### config.mk
export PLATFORM = sky130hd
export DESIGN_NAME = ansi_escape_sequence_parser
export DESIGN_NICKNAME = d
export VERILOG_FILES = /design/src/design/aesp_pkg.sv /design/src/design/aesp_ram.sv /design/src/design/aesp_sgr_unit.sv /design/src/design/ansi_escape_sequence_parser.sv
export SDC_FILE = /design/constraint.sdc
export NUM_CORES = 1
export LEC_CHECK = 0
export ABC_AREA = 1
export BUFFER_PORTS_ARGS = -buffer_cell sky130_fd_sc_hd__buf_2
export CAP_MARGIN = 20
export CELL_PAD_IN_SITES_DETAIL_PLACEMENT = 1
export CELL_PAD_IN_SITES_GLOBAL_PLACEMENT = 1
export CORE_MARGIN = 2
export CORE_UTILIZATION = 28
export CTS_BUF_LIST = sky130_fd_sc_hd__clkbuf_2 sky130_fd_sc_hd__clkbuf_4 sky130_fd_sc_hd__clkbuf_8
export DETAILED_ROUTE_END_ITERATION = 6
export PLACE_DENSITY_LB_ADDON = 0.1
export REMOVE_ABC_BUFFERS = 1
export SYNTH_ARGS = -nofsm -noshare
export SYNTH_HDL_FRONTEND = slang
export SYNTH_SLANG_ARGS = --single-unit
### constraint.sdc
create_clock -name clk -period 11.8 [get_ports clk]
set_input_delay 1.18 -clock clk [delete_from_list [all_inputs] [get_ports clk]]
set_output_delay 1.18 -clock clk [all_outputs]
set_load 0.05 [all_outputs]
### src/design/aesp_pkg.sv
// ----------------------------------------------------------------------------
// ANSI escape parser package
// Character codes, result kinds, SGR codes and the command table shared by the
// parser modules.
// ----------------------------------------------------------------------------
`default_nettype none

package aesp_pkg;

  localparam int MAX_PARAMS_DEF  = 16;
  localparam int NUMBER_BITS_DEF = 16;

  localparam logic [7:0] CHR_NUL    = 8'd0;
  localparam logic [7:0] CHR_ESC    = 8'd27;
  localparam logic [7:0] CHR_LBRACK = 8'h5b;
  localparam logic [7:0] CHR_QUEST  = 8'h3f;
  localparam logic [7:0] CHR_EQUAL  = 8'h3d;
  localparam logic [7:0] CHR_SEMI   = 8'h3b;
  localparam logic [7:0] CHR_SPACE  = 8'h20;
  localparam logic [7:0] CHR_TAB    = 8'h09;
  localparam logic [7:0] CHR_CR     = 8'h0d;
  localparam logic [7:0] CHR_ZERO   = 8'h30;
  localparam logic [7:0] CHR_NINE   = 8'h39;
  localparam logic [7:0] CHR_SGR    = 8'h6d;

  localparam logic [1:0] KIND_TEXT   = 2'd0;
  localparam logic [1:0] KIND_ACCEPT = 2'd1;
  localparam logic [1:0] KIND_REJECT = 2'd2;

  localparam logic [7:0] ATTR_RESET  = 8'h0f;
  localparam logic [7:0] ATTR_FG_BRT = 8'h08;
  localparam logic [7:0] ATTR_BG_BRT = 8'h80;
  localparam logic [7:0] ATTR_FG_KEEP = 8'hf8;
  localparam logic [7:0] ATTR_BG_KEEP = 8'h8f;

  localparam int SGR_RESET   = 0;
  localparam int SGR_BOLD    = 1;
  localparam int SGR_FAINT   = 2;
  localparam int SGR_BG_BRT  = 3;
  localparam int SGR_BG_NORM = 6;
  localparam int SGR_FG_LO   = 30;
  localparam int SGR_FG_HI   = 37;
  localparam int SGR_BG_LO   = 40;
  localparam int SGR_BG_HI   = 47;

  function automatic logic is_space(input logic [7:0] c);
    return (c == CHR_SPACE) || ((c >= CHR_TAB) && (c <= CHR_CR));
  endfunction

  function automatic logic is_digit(input logic [7:0] c);
    return (c >= CHR_ZERO) && (c <= CHR_NINE);
  endfunction

  function automatic logic [2:0] swap02(input logic [2:0] v);
    return {v[0], v[1], v[2]};
  endfunction

  // Command table: known final bytes and their parameter count limits.
  function automatic logic cmd_ok(input logic [7:0] c, input int unsigned cnt);
    int unsigned lo;
    int unsigned hi;
    logic        known;
    logic        unlimited;
    lo        = 0;
    hi        = 0;
    known     = 1'b1;
    unlimited = 1'b0;
    case (c)
      "A", "B", "C", "D", "E", "F", "G", "J", "K", "S", "T": begin
        hi = 1;
      end
      "H", "f": begin
        hi = 2;
      end
      "m": begin
        lo        = 1;
        unlimited = 1'b1;
      end
      "s", "u": begin
        hi = 0;
      end
      "l", "h": begin
        lo = 1;
        hi = 1;
      end
      default: begin
        known = 1'b0;
      end
    endcase
    return known && (cnt >= lo) && (unlimited || (cnt <= hi));
  endfunction

endpackage

`default_nettype wire

### src/design/aesp_ram.sv
// ----------------------------------------------------------------------------
// Generic single-port-write RAM
// One write port and one read port with a registered read.
// ----------------------------------------------------------------------------
`default_nettype none

module aesp_ram #(
  parameter int WIDTH = 16,
  parameter int DEPTH = 16
) (
  input  wire logic                     clk,
  input  wire logic                     we,
  input  wire logic [$clog2(DEPTH)-1:0] waddr,
  input  wire logic [WIDTH-1:0]         wdata,
  input  wire logic [$clog2(DEPTH)-1:0] raddr,
  output logic      [WIDTH-1:0]         rdata
);

  logic [WIDTH-1:0] mem [DEPTH];

  always_ff @(posedge clk) begin
    if (we) begin
      mem[waddr] <= wdata;
    end
    rdata <= mem[raddr];
  end

endmodule

`default_nettype wire

### src/design/aesp_sgr_unit.sv
// ----------------------------------------------------------------------------
// SGR attribute unit
// Applies one select-graphic-rendition parameter to the colour attribute.
// ----------------------------------------------------------------------------
`default_nettype none

module aesp_sgr_unit
  import aesp_pkg::*;
#(
  parameter int NUMBER_BITS = NUMBER_BITS_DEF
) (
  input  wire logic [7:0]             attr_in,
  input  wire logic [NUMBER_BITS-1:0] param,
  output logic      [7:0]             attr_out
);

  logic [NUMBER_BITS-1:0] fg_off;
  logic [NUMBER_BITS-1:0] bg_off;

  assign fg_off = param - NUMBER_BITS'(SGR_FG_LO);
  assign bg_off = param - NUMBER_BITS'(SGR_BG_LO);

  always_comb begin
    attr_out = attr_in;
    if (param == NUMBER_BITS'(SGR_RESET)) begin
      attr_out = ATTR_RESET;
    end else if (param == NUMBER_BITS'(SGR_BOLD)) begin
      attr_out = attr_in | ATTR_FG_BRT;
    end else if (param == NUMBER_BITS'(SGR_FAINT)) begin
      attr_out = attr_in & ~ATTR_FG_BRT;
    end else if (param == NUMBER_BITS'(SGR_BG_BRT)) begin
      attr_out = attr_in | ATTR_BG_BRT;
    end else if (param == NUMBER_BITS'(SGR_BG_NORM)) begin
      attr_out = attr_in & ~ATTR_BG_BRT;
    end else if ((param >= NUMBER_BITS'(SGR_FG_LO)) && (param <= NUMBER_BITS'(SGR_FG_HI))) begin
      attr_out = (attr_in & ATTR_FG_KEEP) | {5'b0, swap02(fg_off[2:0])};
    end else if ((param >= NUMBER_BITS'(SGR_BG_LO)) && (param <= NUMBER_BITS'(SGR_BG_HI))) begin
      attr_out = (attr_in & ATTR_BG_KEEP) | {1'b0, swap02(bg_off[2:0]), 4'b0};
    end
  end

endmodule

`default_nettype wire

### src/design/ansi_escape_sequence_parser.sv
// ----------------------------------------------------------------------------
// ANSI CSI escape sequence parser
// Results are registered. Throughput: one character per cycle while the
// output is free, except an accepted 'm' command, which holds the input
// while it walks its N stored parameters through the store's read port
// and the shared SGR unit.
// Reset (synchronous, active low) clears the parser and sets the attribute to 0x0f.
// ----------------------------------------------------------------------------
`default_nettype none

module ansi_escape_sequence_parser
  import aesp_pkg::*;
#(
  parameter int MAX_PARAMS  = MAX_PARAMS_DEF,
  parameter int NUMBER_BITS = NUMBER_BITS_DEF
) (
  input  wire logic        clk,
  input  wire logic        rst_n,
  input  wire logic        in_valid,
  output logic             in_ready,
  input  wire logic [7:0]  in_char_in,
  output logic             out_valid,
  input  wire logic        out_ready,
  output logic [1:0]       out_kind,
  output logic [7:0]       out_byte_out,
  output logic [7:0]       out_attribute,
  output logic [4:0]       out_param_count,
  output logic [15:0]      out_first_param,
  output logic [15:0]      out_second_param
);

  localparam int CNT_W = $clog2(MAX_PARAMS + 1);
  localparam int IDX_W = $clog2(MAX_PARAMS);
  localparam int NW    = NUMBER_BITS;

  localparam logic [2:0] ST_BEGIN  = 3'd0;
  localparam logic [2:0] ST_ESC1   = 3'd1;
  localparam logic [2:0] ST_ESC2   = 3'd2;
  localparam logic [2:0] ST_ESC3   = 3'd3;
  localparam logic [2:0] ST_TEXT   = 3'd4;
  localparam logic [2:0] ST_DIGITS = 3'd5;
  localparam logic [2:0] ST_POST   = 3'd6;
  localparam logic [2:0] ST_WALK   = 3'd7;

  localparam logic [NW-1:0] NUM_MAX = {NW{1'b1}};

  logic [2:0]       state_r, state_nxt;
  logic [NW-1:0]    accum_r, accum_nxt;
  logic [CNT_W-1:0] total_r, total_nxt;
  logic [NW-1:0]    p0_r, p0_nxt;
  logic [NW-1:0]    p1_r, p1_nxt;
  logic [7:0]       attr_r, attr_nxt;
  logic [CNT_W-1:0] walk_idx_r, walk_idx_nxt;
  logic             rd_pend_r, rd_pend_nxt;

  logic             out_valid_r, out_valid_nxt;
  logic [1:0]       out_kind_r, out_kind_nxt;
  logic [7:0]       out_byte_r, out_byte_nxt;
  logic [7:0]       out_attr_r, out_attr_nxt;
  logic [4:0]       out_cnt_r, out_cnt_nxt;
  logic [15:0]      out_p0_r, out_p0_nxt;
  logic [15:0]      out_p1_r, out_p1_nxt;

  logic             acc;
  logic             out_free;
  logic [7:0]       c;
  logic             c_sp;
  logic             c_dg;
  logic             c_semi;
  logic [NW+3:0]    acc_ext;
  logic [NW+3:0]    acc_sum;
  logic [NW-1:0]    acc_sat;
  logic             add_now;
  logic             store_now;
  logic [CNT_W-1:0] eff_total;
  logic [NW-1:0]    eff_p0;
  logic [NW-1:0]    eff_p1;
  logic             cmd_good;
  logic             issue;
  logic             walk_done;
  logic [NW-1:0]    rd_data;
  logic [7:0]       sgr_attr;
  logic [NW+15:0]   p0_wide;
  logic [NW+15:0]   p1_wide;
  logic [CNT_W+4:0] cnt_wide;

  assign c        = in_char_in;
  assign out_free = !out_valid_r || out_ready;
  assign in_ready = (state_r != ST_WALK) && out_free;
  assign acc      = in_valid && in_ready;
  assign c_sp     = is_space(c);
  assign c_dg     = is_digit(c);
  assign c_semi   = (c == CHR_SEMI);

  assign acc_ext = {4'b0, accum_r};
  assign acc_sum = (acc_ext << 3) + (acc_ext << 1) + {{NW{1'b0}}, c[3:0]};
  assign acc_sat = (acc_sum > {4'b0, NUM_MAX}) ? NUM_MAX : acc_sum[NW-1:0];

  assign add_now   = (state_r == ST_DIGITS) && !c_dg;
  assign store_now = add_now && (total_r < CNT_W'(MAX_PARAMS));
  assign eff_total = store_now ? total_r + CNT_W'(1) : total_r;
  assign eff_p0    = (store_now && (total_r == CNT_W'(0))) ? accum_r : p0_r;
  assign eff_p1    = (store_now && (total_r == CNT_W'(1))) ? accum_r : p1_r;
  assign cmd_good  = cmd_ok(c, 32'(eff_total));

  assign issue     = (state_r == ST_WALK) && (walk_idx_r < total_r);
  assign walk_done = (state_r == ST_WALK) && !issue && !rd_pend_r && out_free;

  assign p0_wide  = {16'b0, (total_r > CNT_W'(0)) ? p0_r : {NW{1'b0}}};
  assign p1_wide  = {16'b0, (total_r > CNT_W'(1)) ? p1_r : {NW{1'b0}}};
  assign cnt_wide = {5'b0, total_r};

  aesp_ram #(
    .WIDTH (NW),
    .DEPTH (MAX_PARAMS)
  ) u_store (
    .clk   (clk),
    .we    (acc && store_now),
    .waddr (total_r[IDX_W-1:0]),
    .wdata (accum_r),
    .raddr (walk_idx_r[IDX_W-1:0]),
    .rdata (rd_data)
  );

  aesp_sgr_unit #(
    .NUMBER_BITS (NW)
  ) u_sgr (
    .attr_in  (attr_r),
    .param    (rd_data),
    .attr_out (sgr_attr)
  );

  always_comb begin
    logic [NW+15:0]   e0;
    logic [NW+15:0]   e1;
    logic [CNT_W+4:0] ec;
    logic             do_final;
    e0            = {16'b0, (eff_total > CNT_W'(0)) ? eff_p0 : {NW{1'b0}}};
    e1            = {16'b0, (eff_total > CNT_W'(1)) ? eff_p1 : {NW{1'b0}}};
    ec            = {5'b0, eff_total};
    do_final      = 1'b0;
    state_nxt     = state_r;
    accum_nxt     = accum_r;
    total_nxt     = total_r;
    p0_nxt        = p0_r;
    p1_nxt        = p1_r;
    attr_nxt      = attr_r;
    walk_idx_nxt  = walk_idx_r;
    rd_pend_nxt   = 1'b0;
    out_valid_nxt = out_valid_r && !out_ready;
    out_kind_nxt  = out_kind_r;
    out_byte_nxt  = out_byte_r;
    out_attr_nxt  = out_attr_r;
    out_cnt_nxt   = out_cnt_r;
    out_p0_nxt    = out_p0_r;
    out_p1_nxt    = out_p1_r;

    if (state_r == ST_WALK) begin
      rd_pend_nxt = issue;
      if (issue) begin
        walk_idx_nxt = walk_idx_r + CNT_W'(1);
      end
      if (rd_pend_r) begin
        attr_nxt = sgr_attr;
      end
      if (walk_done) begin
        out_valid_nxt = 1'b1;
        out_kind_nxt  = KIND_ACCEPT;
        out_byte_nxt  = CHR_SGR;
        out_attr_nxt  = attr_r;
        out_cnt_nxt   = cnt_wide[4:0];
        out_p0_nxt    = p0_wide[15:0];
        out_p1_nxt    = p1_wide[15:0];
        total_nxt     = '0;
        accum_nxt     = '0;
        p0_nxt        = '0;
        p1_nxt        = '0;
        state_nxt     = ST_BEGIN;
      end
    end else if (acc) begin
      if (c == CHR_NUL) begin
        state_nxt = ST_BEGIN;
        accum_nxt = '0;
        total_nxt = '0;
        p0_nxt    = '0;
        p1_nxt    = '0;
        attr_nxt  = ATTR_RESET;
      end else begin
        case (state_r)
          ST_BEGIN, ST_TEXT: begin
            if (c == CHR_ESC) begin
              state_nxt = ST_ESC1;
            end else begin
              state_nxt     = ST_TEXT;
              out_valid_nxt = 1'b1;
              out_kind_nxt  = KIND_TEXT;
              out_byte_nxt  = c;
              out_attr_nxt  = attr_r;
              out_cnt_nxt   = '0;
              out_p0_nxt    = '0;
              out_p1_nxt    = '0;
            end
          end
          ST_ESC1: begin
            state_nxt = (c == CHR_LBRACK) ? ST_ESC2 : ST_BEGIN;
          end
          ST_ESC2, ST_ESC3: begin
            if ((state_r == ST_ESC2) && ((c == CHR_QUEST) || (c == CHR_EQUAL))) begin
              state_nxt = ST_ESC3;
            end else if (c_sp || c_semi) begin
              state_nxt = state_r;
            end else if (c_dg) begin
              accum_nxt = {{(NW-4){1'b0}}, c[3:0]};
              state_nxt = ST_DIGITS;
            end else begin
              total_nxt = '0;
              accum_nxt = '0;
              p0_nxt    = '0;
              p1_nxt    = '0;
              state_nxt = ST_BEGIN;
            end
          end
          ST_DIGITS: begin
            if (c_dg) begin
              accum_nxt = acc_sat;
            end else begin
              total_nxt = eff_total;
              p0_nxt    = eff_p0;
              p1_nxt    = eff_p1;
              if (c_sp) begin
                state_nxt = ST_POST;
              end else if (c_semi) begin
                state_nxt = ST_ESC2;
              end else begin
                do_final = 1'b1;
              end
            end
          end
          ST_POST: begin
            if (c_semi) begin
              state_nxt = ST_ESC2;
            end else if (!c_sp) begin
              do_final = 1'b1;
            end
          end
          default: begin
            state_nxt = ST_BEGIN;
          end
        endcase
        if (do_final) begin
          if (cmd_good && (c == CHR_SGR)) begin
            state_nxt    = ST_WALK;
            walk_idx_nxt = '0;
          end else begin
            out_valid_nxt = 1'b1;
            out_kind_nxt  = cmd_good ? KIND_ACCEPT : KIND_REJECT;
            out_byte_nxt  = c;
            out_attr_nxt  = attr_r;
            out_cnt_nxt   = ec[4:0];
            out_p0_nxt    = e0[15:0];
            out_p1_nxt    = e1[15:0];
            total_nxt     = '0;
            accum_nxt     = '0;
            p0_nxt        = '0;
            p1_nxt        = '0;
            state_nxt     = ST_BEGIN;
          end
        end
      end
    end
  end

  always_ff @(posedge clk) begin
    if (!rst_n) begin
      state_r     <= ST_BEGIN;
      accum_r     <= '0;
      total_r     <= '0;
      p0_r        <= '0;
      p1_r        <= '0;
      attr_r      <= ATTR_RESET;
      walk_idx_r  <= '0;
      rd_pend_r   <= 1'b0;
      out_valid_r <= 1'b0;
    end else begin
      state_r     <= state_nxt;
      accum_r     <= accum_nxt;
      total_r     <= total_nxt;
      p0_r        <= p0_nxt;
      p1_r        <= p1_nxt;
      attr_r      <= attr_nxt;
      walk_idx_r  <= walk_idx_nxt;
      rd_pend_r   <= rd_pend_nxt;
      out_valid_r <= out_valid_nxt;
    end
  end

  always_ff @(posedge clk) begin
    out_kind_r <= out_kind_nxt;
    out_byte_r <= out_byte_nxt;
    out_attr_r <= out_attr_nxt;
    out_cnt_r  <= out_cnt_nxt;
    out_p0_r   <= out_p0_nxt;
    out_p1_r   <= out_p1_nxt;
  end

  assign out_valid        = out_valid_r;
  assign out_kind         = out_kind_r;
  assign out_byte_out     = out_byte_r;
  assign out_attribute    = out_attr_r;
  assign out_param_count  = out_cnt_r;
  assign out_first_param  = out_p0_r;
  assign out_second_param = out_p1_r;

  a_count_bound: assert property (@(posedge clk) disable iff (!rst_n)
    (total_r <= CNT_W'(MAX_PARAMS)) && ((state_r != ST_WALK) || (walk_idx_r <= total_r)))
    else $error("parameter count or walk index out of range");

  a_walk_result: assert property (@(posedge clk) disable iff (!rst_n)
    walk_done |=> out_valid_r && (out_kind_r == KIND_ACCEPT) && (out_byte_r == CHR_SGR))
    else $error("parameter walk ended without an accepted result");

  a_walk_nonempty: assert property (@(posedge clk) disable iff (!rst_n)
    (state_r != ST_WALK) ##1 (state_r == ST_WALK) |-> (total_r != CNT_W'(0)))
    else $error("parameter walk started with no parameters");

  a_text_clean: assert property (@(posedge clk) disable iff (!rst_n)
    out_valid_r && (out_kind_r == KIND_TEXT) |->
      (out_cnt_r == 5'd0) && (out_p0_r == 16'd0) && (out_p1_r == 16'd0))
    else $error("text result carries parameters");

  a_nul_reset: assert property (@(posedge clk) disable iff (!rst_n)
    acc && (c == CHR_NUL) |=> (attr_r == ATTR_RESET) && (total_r == CNT_W'(0)))
    else $error("string end did not reset the parser");

endmodule

`default_nettype wire
After elaboration in Yosys (flattened, before gate mapping)
Memories as Yosys holds them, arrays and structs flattened. A register that Yosys moved wholly into a read port is not among the register bits.
Cells that the tools add are included.
Widths: inputs -> output; s select.

storage, ports and cells
  bits in registers = 126
  latch bits = 0
  RAM bits = 256
  ROM bits = 0
  input bits = 12
  output and inout port bits = 57
  logic and storage cells = 301
  memories = 1

memories
  memory       depth  bits a word  rd ports  clocked after memory_dff  write ports  line            source
  u_store.mem  16     16           1         1                         1            aesp_ram.sv:19  logic [WIDTH-1:0] mem [DEPTH];

operators by class
  add/sub/neg operators = 6
  multipliers = 0
  div/mod/pow operators = 0
  $lt $le $gt $ge = 17
  equality and inequality tests = 52
  shift operators = 0
  multiplexer cells = 154
  bitwise operators = 2
  reduce and logical (&&, ||, !) cells = 52

operator list
  cell                  count
  $mux 16               50
  $mux 8                27
  $eq 8x7->1 const B    19
  $mux 5                25
  $pmux 16 s2           3
  $mux 3                13
  $eq 16x2->1 const B   2
  $eq 8x6->1 const B    4
  $ge 5x32->1           1
  $le 16x6->1 const B   2
  $le 5x32->1           1
  $mux 1                21
  $add 19x17->20        1
  $add 20x4->20         1
  $gt 20x16->1 const B  1
  $gt 5x1->1 const B    4
  $logic_and 1x1->1     20
  $mux 2                10
  $reduce_or 18->1      1
  $eq 16x1->1 const B   1
  $eq 16x3->1 const B   1
  $ge 16x5->1 const B   1
  $ge 16x6->1 const B   1
  $logic_not 16->1      1
  43 further kinds      72

Logic depth before layout (Yosys ltp)
  depth after elaboration = 15
  gate-level depth with buffers = 20
  gate-level depth less buffers = 19

By module
Synthesis repeated with hierarchy kept, for this count alone.

second synthesis, totals
  cell total of the unflattened synthesis = 2545
  area total of the unflattened synthesis = 21245.4 sq um

by module, submodules not included
  module                       times used  cells an instance  area each (sq um)  seq. area each (sq um)
  aesp_ram                     1           1074               11380.9            8007.7
  ansi_escape_sequence_parser  1           1390               9411.5             3072.9
  aesp_sgr_unit                1           81                 452.9              0.0

Least setup slack after synthesis
No wires, ideal clock.

  kind = input-to-reg
  start point = input in_char_in[1]
  end point = register out_attr_r[0], in the netlist out_attribute[0] (enable)
  library setup time = 0.544 ns
  arrival = 5.821 ns
  required time = 11.256 ns
  setup slack = 5.435 ns
  cell stages on the path = 9
  buffers on the path = 1
  path through = buf_2 nor2_1 inv_2 nor2_1 nand2_1 inv_1 nor2_1 inv_1 o21ai_0

between the ends
  longest elaborated chain between the ends = 3

RTL lines
  what                        line                                source
  start: declaration          ansi_escape_sequence_parser.sv:21   input wire logic [7:0] in_char_in,
  $logic_not 8->1             ansi_escape_sequence_parser.sv:181  if (c == CHR_NUL) begin
  $ne 2x2->1 (no line)        --
  $reduce_and 3->1 (no line)  --
  end signal: assignment      ansi_escape_sequence_parser.sv:300  out_attr_r <= out_attr_nxt;
  end: declaration            ansi_escape_sequence_parser.sv:59   logic [7:0] out_attr_r, out_attr_nxt;

Every way passes these cells.
A chain may end at the register's enable or synchronous reset.

Worst setup path after layout
  start point = register state_r[1]
  end point = output in_ready

between the ends
  longest elaborated chain between the ends = 2

RTL lines
  what                      line                                source
  start: declaration        ansi_escape_sequence_parser.sv:47   logic [2:0] state_r, state_nxt;
  start signal: assignment  ansi_escape_sequence_parser.sv:285  state_r <= state_nxt;
  $ne 3x3->1                ansi_escape_sequence_parser.sv:89   assign in_ready = (state_r != ST_WALK) && out_free;
  $logic_and 1x1->1         ansi_escape_sequence_parser.sv:89
  end: declaration          ansi_escape_sequence_parser.sv:20   output logic in_ready,

Every way passes these cells.

==> impl_metrics.py <==
metrics = {
    "run_status": {
        "outcome": "finished clean",
    },
    "worst_setup_path": {
        "cpPeakStageDelay_ns": 0.54,
        "cp-end-kind": "primary output",
        "crit_chain": "inv_1 > nor2_4 > buf_4 > inv_2 > nand2_1 > inv_1 > buf_2",
        "crit_fanout": 30,
        "required_ns": 10.62,
        "slowest_stage": "dfxtp_1",
        "path_buf_inv": 5,
        "start_kind": "register",
        "crit_type": "register to primary output",
        "crit_arrival_ns": 3.07,
        "crit_top_cell": "inv_1",
        "cp_top_family": "buffers and inverters",
    },
    "yosys": {
        "yosys.cell_count.top_type": "nand2_1",
        "yosys_warnings": 0,
        "syn_area_per_cell_um2": 9.28,
        "syn_area_um2": 19500,
        "synthArstFlopShare_pct": 0,
        "synthTopCellsByArea": "edfxtp_1 48%, dfxtp_1 8.9%, nand2_1 8.7%, nor2_1 6.4%, o21ai_0 3.9%",
        "ys_ff_latch": 398,
        "synth_top_flop_cell": "edfxtp_1",
        "synth_commonest_cells": "450 x nand2_1, 334 x nor2_1, 311 x edfxtp_1",
        "ys_types": 50,
        "synth_top_area_share_pct": 47.9,
        "synth-edff-count": 311,
        "seq_area_frac_synth_pct": 56.8,
        "yosysTopAreaCell": "edfxtp_1",
        "netlist_instances": 2102,
    },
    "grt": {
        "antenna_found_initial": 2,
        "grt_max_degree": 83,
        "grt_pass1_vias": 16300,
        "grt_overflow_total": 0,
        "grt_first_pass_wirelength_um": 101000,
        "gr-usage-all-layers_pct": 18.6,
    },
    "placement": {
        "portBuffers": 68,
        "placedInstanceArea_um2": 20900,
        "dp_hpwl_um": 41300,
        "gp_congestion": 0.793,
    },
    "power_and_ir_drop": {
        "p_leak_nw": 8.63,
        "power_density_nw_per_um2": 150,
        "p_clk_share_pct": 44.7,
        "seq_power_share_pct": 46.5,
        "comb_power_share_pct": 8.8,
        "switching_share_pct": 27.1,
        "power.switching_w": 0.000922,
        "ir_worst_vdd_mv": 0.0670,
        "intPower_w": 0.00248,
    },
    "min_path": {
        "hold_path.class": "register to register",
    },
    "clock_network": {
        "cts_tree": "yes",
        "ctsHoldBuffers": 0,
        "cts-resized-gates": 0,
        "clk_pin_slew_worst_paths_ns": 0.06,
        "postCtsSetupRepairBufs": 0,
        "clock_path_buffers": 3,
        "htree_levels": 3,
        "clkLatencyLatePin_ns": 0.70,
        "numCtsBuffers": 78,
        "root_buffer": "clkbuf_8",
        "clock_sinks": 398,
    },
    "routing": {
        "drtIter0Drc": 837,
        "wirelength_um": 66100,
        "drtPass1Iterations": 5,
        "remaining_drc_errors": 0,
        "drtAntennaViolNets": 0,
        "wire_per_inst_um": 20.8,
        "dr_total_vias": 15600,
        "vias_per_cell": 4.90,
    },
    "timing": {
        "setup_viol": 0,
        "tns_ns": 0,
        "fmax_mhz": 235,
        "hold_violations": 0,
        "slew_headroom_pct": 25.6,
        "skew_ns": 0.0442,
        "slew_violations": 0,
        "hold_slack_ns": 0.460,
        "grt_setup_unrepaired": "false",
        "period_needed_ns": 4.25,
        "finalCritPeriodShare_pct": 36.0,
        "tightest_slew_ns": 1.11,
    },
    "final_layout": {
        "regArea_um2": 11100,
        "final_cell_area_um2": 22600,
        "multi_input_area_um2": 7480,
        "num-nets-final": 2241,
        "num-fill-cells": 7924,
        "drive_above_1_share_pct": 13.2,
        "synthToLayoutAreaGrowth_pct": 16.1,
    },
    "floorplan": {
        "die_area_um2": 71800,
        "die_h_um": 268,
        "core-area_um2": 68800,
        "io_pins": 69,
        "die_w_um": 268,
        "rows": 96,
        "start_util_pct": 28.3,
    },
    "job": {
        "drv_cap": 0,
    },
}
-- worst min-delay path, delay by kind of cell, from the launching register on --
family           cells  cell delay [ns]
AND/OR/NAND/NOR      2             0.11
flip-flops           1             0.31
-- final timing paths --
check,start,endpoint,slack (ns),depth (start not counted)
setup / recovery,state_r[1],in_ready,7.55,7
setup reg to reg,state_r[1],p0_r[10],7.71,14
hold reg to reg,attr_r[0],attr_r[0],0.46,2
hold / removal,attr_r[0],attr_r[0],0.46,2
-- flip-flops by register name (all words and copies together), names as in the netlist --
signal and flops:
p1_r 16, out_param_count 5, p0_r 16, accum_r 16, out_second_param 16, attr_r 8
u_store.rdata 16, out_first_param 16, total_r 5, state_r 3, out_attribute 8, rd_pend_r 1
out_kind 2, u_store.mem 256, out_byte_out 8, out_valid 1, walk_idx_r 5
-- routing by layer --
metal	GRT usage (%)	wire length [um]
met2	31.3	31600
met4	4.61	1210
met5	0	0
met3	2.90	1880
met1	24.9	31400
-- logic make-up (layout without fill, tap and decap cells) --
logic type,Yosys count,in the layout,share of synthesized area [%]
adder cells (fa/ha/maj),46,46,3.03
XOR/XNOR,16,16,0.718
other,0,2,0
AO/OA/AOI/OAI,393,393,12.2
buffers and inverters,246,392,5.16
flip-flops,398,398,56.8
multiplexers,24,24,1.23
AND/OR/NAND/NOR,979,979,20.8
-- cell type report --
type,instances,share of cell area (%)
diodes,2,0.0221
clock buffers,128,6.62
clock inverters,17,0.851
inverters,138,2.29
multi-input cells,1458,33.0
flip-flops and latches,398,49.0
well taps,931,5.14
repair buffers,109,3.06
-- power groups by stage --
stage                     combinational [W]  sequential, W  clock, W
final                              0.000299        0.00158   0.00152
after global routing               0.000328        0.00159   0.00162
after CTS                          0.000301        0.00158   0.00157
after detailed placement           0.000300        0.00161         0
after global placement             0.000296        0.00161         0
after floorplan                    0.000131        0.00167         0
-- cells in the final DEF (no fill, tap or decap), types with 11 or more instances in the layout --
cell,instances
ha_1,44
xnor2_1,11
edfxtp_1,311
mux2i_1,24
dfxtp_1,85
nor3_1,13
buf_4,38
nand4_1,27
nand2_1,450
nand3_1,123
nor2_1,331
o32ai_1,40
o211ai_1,31
o221ai_1,24
a21oi_1,104
o22ai_1,21
buf_2,68
inv_1,126
o21ai_0,151
clkbuf_8,86
clkbuf_4,42
-- metrics by stage --
| stage | cells | utilization (%) | worst slack (ns) | power [W] |
|---|---|---|---|---|
| finish | 3181 | 32.9 | 7.55 | 0.00340 |
| global route | 3181 | 32.9 | 7.32 | 0.00354 |
| CTS | 3177 | 32.8 | 7.43 | 0.00345 |
| detailed placement | 3032 | 30.4 | 7.05 | 0.00191 |
| global placement | 3031 | 30.3 | 7.10 | 0.00191 |
| floorplan | 1994 | - | 4.97 | 0.00180 |
Note: power is estimated with default switching activity, not from simulation.
